[src/hdl/sialu_pkg.sv]
// Shared types and constants for the SIMT integer ALU lane.
// Depends on nothing; every other file but sialu_ram refers to it by scoped names.
`timescale 1ns / 1ps

package sialu_pkg;

    localparam int NUM_THREADS = 32;
    localparam int NUM_REGS    = 256;
    localparam int THREAD_W    = $clog2(NUM_THREADS);
    localparam int REG_W       = $clog2(NUM_REGS);
    localparam int RF_DEPTH    = NUM_THREADS * NUM_REGS;
    localparam int RF_ADDR_W   = THREAD_W + REG_W;

    // Bit positions inside the immediate flags.
    localparam int IMM_A_BIT = 2;
    localparam int IMM_B_BIT = 1;
    localparam int IMM_C_BIT = 0;

    typedef enum logic [1:0] {
        MODE_MAD  = 2'd0,
        MODE_LOP3 = 2'd1,
        MODE_SHF  = 2'd2,
        MODE_NOP  = 2'd3
    } mode_t;

    typedef enum logic [2:0] {
        ST_IDLE,
        ST_READ,
        ST_MUL,
        ST_EXEC,
        ST_WR_HI,
        ST_DONE
    } state_t;

    typedef enum logic [1:0] {
        STEP_A    = 2'd0,
        STEP_B    = 2'd1,
        STEP_C    = 2'd2,
        STEP_C_HI = 2'd3
    } step_t;

    typedef struct packed {
        mode_t      mode;
        logic       wide;
        logic       shift_left;
        logic [7:0] truth_table;
    } exec_ctrl_t;

    typedef struct packed {
        logic [31:0] low_word;
        logic [31:0] high_word;
        logic        pair_written;
    } exec_res_t;

endpackage

[src/hdl/sialu_exec.sv]
// Execute unit: multiply-add sum, three-input table logic and funnel shift.
// Depends on sialu_pkg; the product arrives already registered.
`timescale 1ns / 1ps

module sialu_exec (
    input  sialu_pkg::exec_ctrl_t ctrl,
    input  logic [31:0]           op_a,
    input  logic [31:0]           op_b,
    input  logic [63:0]           op_c,
    input  logic [63:0]           prod,
    output sialu_pkg::exec_res_t  res
);

    logic [63:0] mad_sum;
    logic [31:0] lop_word;
    logic [63:0] funnel;
    logic [63:0] shifted;

    assign mad_sum = prod + op_c;

    // Each result bit picks the table entry addressed by {a, b, c}.
    always_comb
    begin
        for (int i = 0; i < 32; i++)
        begin
            lop_word[i] = ctrl.truth_table[{op_a[i], op_b[i], op_c[i]}];
        end
    end

    assign funnel = {op_c[31:0], op_a};

    always_comb
    begin
        if (op_b[31:6] != 26'd0)
        begin
            shifted = 64'd0;
        end
        else if (ctrl.shift_left)
        begin
            shifted = funnel << op_b[5:0];
        end
        else
        begin
            shifted = funnel >> op_b[5:0];
        end
    end

    always_comb
    begin
        res = '0;
        unique case (ctrl.mode)
            sialu_pkg::MODE_MAD:
            begin
                res.low_word = mad_sum[31:0];
                if (ctrl.wide)
                begin
                    res.high_word    = mad_sum[63:32];
                    res.pair_written = 1'b1;
                end
            end
            sialu_pkg::MODE_LOP3:
            begin
                res.low_word = lop_word;
            end
            sialu_pkg::MODE_SHF:
            begin
                res.low_word = shifted[31:0];
            end
            default:
            begin
                res = '0;
            end
        endcase
    end

endmodule

[config.mk]
export PLATFORM = sky130hd
export DESIGN_NAME = sialu_exec
export DESIGN_NICKNAME = d
export VERILOG_FILES = /design/src/hdl/sialu_pkg.sv /design/src/hdl/sialu_exec.sv
export SDC_FILE = /design/constraint.sdc
export NUM_CORES = 1
export LEC_CHECK = 0
export ABC_AREA = 1
export ABC_CLOCK_PERIOD_IN_PS = 2700
export BUFFER_PORTS_ARGS = -buffer_cell sky130_fd_sc_hd__buf_2
export CAP_MARGIN = 10
export CORE_ASPECT_RATIO = 1.25
export CORE_UTILIZATION = 50
export DETAILED_ROUTE_END_ITERATION = 6
export PLACE_DENSITY_LB_ADDON = 0.08
export SYNTH_ARGS = -nofsm -noshare
export SYNTH_HDL_FRONTEND = slang
export SYNTH_SLANG_ARGS = --single-unit
[constraint.sdc]
create_clock -name vclk -period 2.7
set_input_delay 0.54 -clock vclk [all_inputs]
set_output_delay 0.54 -clock vclk [all_outputs]
set_load 0.1 [all_outputs]
==> impl_metrics.py, run 1 <==
metrics = {
    "status": {
        "stop_stage": "global routing (5_1_grt)",
        "error": "[ERROR GRT-0116] Global routing finished with congestion. Check the congestion regions in the DRC Viewer.",
        "status": "did not finish",
    },
    "global_routing": {
        "global_route.usage.total_pct": 80.56,
        "first_global_vias": 28560,
        "grt_start_max_net_pins": 69,
        "gr-total-overflow": 554,
        "wire_length_of_the_first_global_routing_pass_um": 174200,
    },
    "placement": {
        "dp_hpwl_um": 61030,
        "portbufs": 269,
        "placed_cells": 3686,
        "gp_congestion": 1.357,
        "placement.setup.worst_slack_ps": -524.8,
    },
    "synth": {
        "seq_area_frac_synth_pct": 0,
        "postSynthCellCount": 2836,
        "mappedNetlistNets": 3104,
        "ys.warnings.count": 0,
        "synth_top_cell_by_area": "nand3_1",
        "synth_top_cell_area_share_pct": 24.75,
        "netlist_area_um2": 13340,
        "synthDistinctLibCells": 44,
        "avgSynthCellArea_um2": 4.705,
        "synthTopCellsByArea": "nand3_1 25%, nand2_1 24%, inv_1 8.0%",
    },
    "floorplan": {
        "overall_die_height_um": 184.7,
        "core.rowCount": 66,
        "dieWidth_um": 148.1,
        "io-pin-count": 269,
        "initial_core_util_pct": 51.14,
    },
}
## synth_stat cells (all sizes together)
cell and count:
or2 4, and2 15, nand3 660, xor2 1, clkinv 3, o21bai 8, mux2i 3, o221ai 6
buf 68, o31ai 1, nand3b 3, a21boi 1, o211ai 53, nor4b 1, nor4 12, nand4 22
a21oi 205, inv 289, fa 1, a31oi 5, nor2 223, o21ai 227, clkbuf 74, a311oi 2
nor3 22, o22ai 1, nand2b 1, o21a 2, a21o 5, ha 63, a211oi 3, nand2 852
## per-stage QoR
step / area (µm²) / util [%] / hold slack (ps)
4_1_cts: 22500 / 86.24 / 1553
3_5_place_dp: 19930 / 76.38 / 1552
3_3_place_gp: 19930 / 76.38 / 1542
2_1_floorplan: 14710 / - / 1313
## repair_timing
item                       4_1_cts
resized for setup              602
buffers inserted                43
setup endpoints to repair       64
gates cloned                     4
pin swaps                      193
hold buffers                     0
## cell families after synthesis
family	after synthesis	share of synthesized area (%)
xor+xnor	1	0.06565
fa+ha+maj	64	6.057
mux	3	0.2250
compound gates	519	21.24
simple gates	1815	58.96
buf+inv	434	13.46
## metal layers
metal / GRT overflow / GRT usage, %
met4: 187 / 88.58
met3: 3 / 63.59
met1: 4 / 76.11
met2: 357 / 101.4
met5: 3 / 21.30
==> run 2: changes to the inputs <==
--- a/config.mk
+++ b/config.mk
@@ -6,13 +6,12 @@
 export NUM_CORES = 1
 export LEC_CHECK = 0
 export ABC_AREA = 1
-export ABC_CLOCK_PERIOD_IN_PS = 2700
+export ABC_CLOCK_PERIOD_IN_PS = 3500
 export BUFFER_PORTS_ARGS = -buffer_cell sky130_fd_sc_hd__buf_2
 export CAP_MARGIN = 10
-export CORE_ASPECT_RATIO = 1.25
-export CORE_UTILIZATION = 50
+export CORE_UTILIZATION = 35
 export DETAILED_ROUTE_END_ITERATION = 6
-export PLACE_DENSITY_LB_ADDON = 0.08
+export PLACE_DENSITY_LB_ADDON = 0.15
 export SYNTH_ARGS = -nofsm -noshare
 export SYNTH_HDL_FRONTEND = slang
 export SYNTH_SLANG_ARGS = --single-unit
==> constraint.sdc (replaced) <==
create_clock -name vclk -period 3.5
set_input_delay 0.7 -clock vclk [all_inputs]
set_output_delay 0.7 -clock vclk [all_outputs]
set_load 0.1 [all_outputs]
==> run 2 against run 1 <==
Against the previous run: the run now ends clean; synthesized area unchanged; synthesized cell count unchanged.
==> impl_metrics.py, run 2 <==
metrics = {
    "cts": {
        "hold_bufs_inserted_after_cts": 0,
    },
    "timing": {
        "finalWorstPathRequiredPeriod_ps": 3471,
        "pin_slew_with_the_least_headroom_to_its_limit_ps": 521.0,
        "final.period_utilization_pct": 99.17,
        "slew-limit-headroom_pct": 65.27,
        "rsz_0062_raised_after_global_routing": "yes",
        "setup_violations_final": 0,
        "achievable-frequency_mhz": 288.1,
        "timing.final.max_slew_violations": 0,
        "timing.final.hold_violations": 0,
        "final.hold.worst_slack_ps": 1933,
    },
    "critical_path": {
        "startpoint_types": "input pin",
        "peak_fanout_along_the_critical_path": 13,
        "critical_path_arrival_ps": 2770,
        "path_class": "input pin to output pin",
        "critical_path.slowest_cell": "and2_1",
        "max_stage_delay_ps": 200,
        "crit_chain": "buf_2 > inv_2 > buf_12 > nand2_1 > and2_1 > mux2i_1 > buf_4 > nand2_1 > nand3_1 > nand3_1 > nand3_1 > nand2_1 > nand2_2 > buf_12",
        "cp-end-kind": "output pin",
        "critPathRequiredTime_ps": 2800,
    },
    "finish": {
        "final.clkbuf_count": 0,
        "drive_above_1_share_pct": 28.05,
        "mostFrequentLayoutCells": "761 x nand2_1, 637 x nand3_1, 312 x buf_4",
        "number_of_sequential_storage_elements": 0,
        "insertedDiodeCount": 0,
        "post_layout_nonfiller_instances": 3812,
        "final_design_area_no_fill_um2": 19960,
        "final_net_count": 3571,
        "synthToLayoutAreaGrowth_pct": 49.60,
        "area.sequential_um2": 0,
        "most_frequent_standard_cell_in_the_layout_excluding_fill_and_tap_cells": "nand2_1",
    },
    "placement": {
        "portbufs": 269,
        "gp_congestion": 1.067,
        "dpl-instance-area_um2": 18520,
        "placed_cells": 3804,
        "dp_hpwl_um": 70950,
    },
    "synth": {
        "yosys.area_share.simple_pct": 58.96,
        "ys.warnings.count": 0,
        "postSynthCellCount": 2836,
        "synth_compound_area_share_pct": 21.24,
        "synth_top_family_by_area": "simple AND/OR/NAND/NOR gates",
        "seq_area_frac_synth_pct": 0,
        "synth-adder-area-share_pct": 6.057,
        "synth_top_cell_by_area": "nand3_1",
        "top_cells_by_instance_count_after_synthesis": "838 x nand2_1, 660 x nand3_1, 285 x inv_1",
        "avgSynthCellArea_um2": 4.705,
        "synthTopCellsByArea": "nand3_1 25%, nand2_1 24%, inv_1 8.0%",
        "yosys.cell_count.top_type": "nand2_1",
        "synthDistinctLibCells": 44,
        "netlist_area_um2": 13340,
        "synth_top_cell_area_share_pct": 24.75,
        "synth_xor_xnor_area_share_pct": 0.06564,
        "synthMuxAreaShare_pct": 0.2250,
        "mappedNetlistNets": 3104,
    },
    "floorplan": {
        "overall_die_height_um": 197.3,
        "io-pin-count": 269,
        "dieArea_um2": 38910,
        "initial_core_util_pct": 35.51,
        "floorplan.core_area_um2": 37580,
        "dieWidth_um": 197.3,
        "core.rowCount": 71,
    },
    "power_and_ir_drop": {
        "power_density_nw_per_um2": 193.3,
        "worst_vdd_rail_ir_drop_uv": 197.8,
        "power.leakage_nw": 9.894,
    },
    "routing": {
        "dr.first_iter.drc_count": 2646,
        "firstDrtPassIters": 7,
        "drtAntennaViolNets": 0,
        "vias": 22470,
        "drt_drc_violations_left": 0,
        "totalWireLength_um": 85690,
        "routedWlPerCell_um": 22.48,
        "vias_per_cell": 5.893,
    },
    "global_routing": {
        "grt_antenna_before_repair": 3,
        "gr-total-overflow": 0,
        "first_global_vias": 20810,
        "grt_start_max_net_pins": 98,
        "wire_length_of_the_first_global_routing_pass_um": 124300,
        "global_route.usage.total_pct": 42.27,
    },
    "worst_hold_path": {
        "hp-class": "input pin to output pin",
    },
    "status": {
        "status": "finished clean",
    },
    "run": {
        "drv_cap": 0,
    },
}
[run 2: cell counts after synthesis]
Identical to the previous run, type by type.
[run 2: cell type report]
class              instances  area [µm²]
multi-input cells       2402       13060
well taps                511       639.4
fillers                 3991       17610
inverters                292        1102
repair buffers           607        5165
[run 2: final timing paths]
check                 slack (ps)      end  cells after the start     start
worst max-delay path          30  res[51]                     14   op_b[0]
worst min-delay path        1930  res[32]                      5  op_c[63]
[run 2: repair_timing]
| action | CTS | global route |
|---|---|---|
| setup endpoints to repair | 51 | 59 |
| setup buffers | 2 | 6 |
| endpoints found under the hold margin | 0 | 0 |
| pin swaps | 18 | 39 |
| gates resized for setup | 100 | 241 |
| gates cloned | 0 | 0 |
[run 2: logic make-up after synthesis]
group | after synthesis
compound gates | 519
buf+inv | 434
mux | 3
fa+ha+maj | 64
simple gates | 1815
xor+xnor | 1
[run 2: worst max-delay path: cells and delay by family]
kind | cells | cell delay [ps]
and+or+nand+nor | 8 | 1130
muxes | 1 | 200
buffers and inverters | 5 | 710
[run 2: per-stage QoR]
stage | TNS, ps | setup WS (ps) | utilization, % | total power (W)
3_5_place_dp | -5944 | -381.7 | 49.28 | 0.003465
6_report | 0 | 29.07 | 53.12 | 0.003859
3_3_place_gp | -5126 | -331.1 | 49.28 | 0.003440
4_1_cts | -28.32 | -12.63 | 50.30 | 0.003553
2_1_floorplan | -155.5 | -155.5 | - | 0.001951
5_1_grt | -664.4 | -69.58 | 53.12 | 0.004088
[run 2: where the power goes]
group | leakage, nW | total (W) | switching [W] | internal, W
Combinational | 9.89 | 0.00386 | 0.00248 | 0.00138
Sequential | 0 | 0 | 0 | 0
Clock | 0 | 0 | 0 | 0
Total | 9.89 | 0.00386 | 0.00248 | 0.00138
[run 2: layer usage]
layer | GRT usage [%] | vias up | share of wire [%]
li1 | - | 10490 | -
met1 | 51.97 | 10300 | 38
met2 | 68.30 | 1373 | 44
met3 | 6.522 | 299 | 9.6
met4 | 27.59 | 4 | 8.2
met5 | 0 | - | 0.023
Note: power is estimated with default switching activity, not from simulation.
==> run 3: changes to the inputs <==
--- a/config.mk
+++ b/config.mk
@@ -6,7 +6,7 @@
 export NUM_CORES = 1
 export LEC_CHECK = 0
 export ABC_AREA = 1
-export ABC_CLOCK_PERIOD_IN_PS = 3500
+export ABC_CLOCK_PERIOD_IN_PS = 4000
 export BUFFER_PORTS_ARGS = -buffer_cell sky130_fd_sc_hd__buf_2
 export CAP_MARGIN = 10
 export CORE_UTILIZATION = 35
==> constraint.sdc (replaced) <==
create_clock -name vclk -period 4
set_input_delay 0.8 -clock vclk [all_inputs]
set_output_delay 0.8 -clock vclk [all_outputs]
set_load 0.1 [all_outputs]
==> run 3 against run 2 <==
Against the previous run: wire length is 2.0% lower; cell count is 5.7% lower; utilization is 8.0 points lower; combinational power is 25% lower; first-iteration DRC count is 5.4% lower; hold slack better by 160 ps; critical endpoint is now res[26]; largest cell class unchanged; highest routed layer unchanged.
==> impl_metrics.py, run 3 (synthesized netlist as in run 2, its figures left out) <==
metrics = {
    "timing": {
        "setup_violations_final": 0,
        "pin_slew_with_the_least_headroom_to_its_limit_ps": 709.7,
        "timing.final.hold_violations": 0,
        "slew-limit-headroom_pct": 52.02,
        "postLayoutSetupSlackWorst_ps": 77.50,
        "timing.final.max_slew_violations": 0,
        "rsz_0062_raised_after_global_routing": "yes",
        "achievable-frequency_mhz": 254.9,
        "setup-tns-final_ps": 0,
        "finalWorstPathRequiredPeriod_ps": 3922,
        "final.period_utilization_pct": 98.06,
    },
    "floorplan": {
        "dieArea_um2": 38910,
        "floorplan.core_area_um2": 37580,
        "overall_die_height_um": 197.3,
        "initial_core_util_pct": 35.51,
        "core.rowCount": 71,
        "dieWidth_um": 197.3,
        "io-pin-count": 269,
    },
    "routing": {
        "firstDrtPassIters": 7,
        "dr.first_iter.drc_count": 2502,
        "drt_drc_violations_left": 0,
        "totalWireLength_um": 84000,
        "vias": 21220,
        "drtAntennaViolNets": 0,
        "vias_per_cell": 5.900,
        "routedWlPerCell_um": 23.36,
    },
    "cts": {
        "hold_bufs_inserted_after_cts": 0,
        "postCtsSetupBuffers": 0,
    },
    "global_routing": {
        "global_route.usage.total_pct": 41.86,
        "grt_antenna_before_repair": 3,
        "first_global_vias": 19630,
        "wire_length_of_the_first_global_routing_pass_um": 121900,
        "grt_start_max_net_pins": 98,
        "gr-total-overflow": 0,
    },
    "finish": {
        "drive_above_1_share_pct": 15.95,
        "number_of_sequential_storage_elements": 0,
        "area.sequential_um2": 0,
        "post_layout_nonfiller_instances": 3596,
        "mostFrequentLayoutCells": "831 x nand2_1, 657 x nand3_1, 284 x inv_1",
        "final.clkbuf_count": 0,
        "final_net_count": 3354,
        "final_util_pct": 45.08,
        "most_frequent_standard_cell_in_the_layout_excluding_fill_and_tap_cells": "nand2_1",
        "synthToLayoutAreaGrowth_pct": 26.94,
    },
    "critical_path": {
        "cpMostUsedCell": "nand2_1",
        "max_stage_delay_ps": 300,
        "critical_path.slowest_cell": "ha_1",
        "peak_fanout_along_the_critical_path": 8,
        "startpoint_types": "input pin",
        "critPathRequiredTime_ps": 3200,
        "path_class": "input pin to output pin",
        "critical_path_arrival_ps": 3120,
        "crit_chain": "buf_2 > buf_4 > ha_1 > nand3_1 > nand2_1 > nand2_1 > nand2_2 > nand2_1 > nand2_1 > nand3_1 > nand2_1 > nand2_1 > nand3_1 > nand2_1 > nor2_2 > buf_12",
        "cp-end-kind": "output pin",
    },
    "placement": {
        "placed_cells": 3595,
        "placement.setup.worst_slack_ps": -23.46,
        "portbufs": 269,
        "gp_congestion": 1.066,
        "dp_hpwl_um": 70390,
    },
    "power_and_ir_drop": {
        "finalPower_w": 0.002901,
        "worst_vdd_rail_ir_drop_uv": 103.8,
        "power.leakage_nw": 8.657,
        "power_density_nw_per_um2": 171.3,
    },
    "status": {
        "status": "finished clean",
    },
    "run": {
        "drv_cap": 0,
    },
    "worst_hold_path": {
        "hp-class": "input pin to output pin",
        "hold-path-cell-count": 5,
    },
}
run 3: final cells by class:
class              instances  area (µm²)
fillers                 4287       20640
multi-input cells       2402       11780
inverters                292        1099
well taps                511       639.4
diodes                     1       2.502
repair buffers           390        3421
run 3: final timing paths:
kind | startpoint | end | slack [ps]
worst min-delay path | op_c[63] | res[32] | 2090
worst max-delay path | op_c[1] | res[26] | 80
run 3: power by group:
part | internal [W] | switching [W]
sequential | 0 | 0
clock | 0.0000000000256 | 0
combinational | 0.000896 | 0.00200
run 3: stage by stage:
| step | area [µm²] | hold WS [ps] |
|---|---|---|
| 2_1_floorplan | 13420 | 1864 |
| 3_3_place_gp | 16810 | 2087 |
| 3_5_place_dp | 16810 | 2091 |
| 4_1_cts | 16820 | 2097 |
| 5_1_grt | 16940 | 2118 |
| 6_report | 16940 | 2093 |
run 3: critical path, delay by kind of cell:
family                   cells  cell delay [ps]
adder cells (fa/ha/maj)      1              300
buffers and inverters        3              540
AND/OR/NAND/NOR             12             1480
run 3: repair_timing:
| action | 4_1_cts | 5_1_grt |
|---|---|---|
| resized for setup | 3 | 41 |
| pin swaps | 0 | 3 |
| setup endpoints to repair | 2 | 26 |
run 3: layer usage:
layer / GRT usage [%] / vias to the layer above / routed length (µm)
li1: - / 10060 / -
met1: 50.43 / 9610 / 32010
met2: 67.21 / 1322 / 36610
met3: 9.817 / 225 / 9387
met4: 25.52 / 2 / 5989
met5: 0 / - / 11
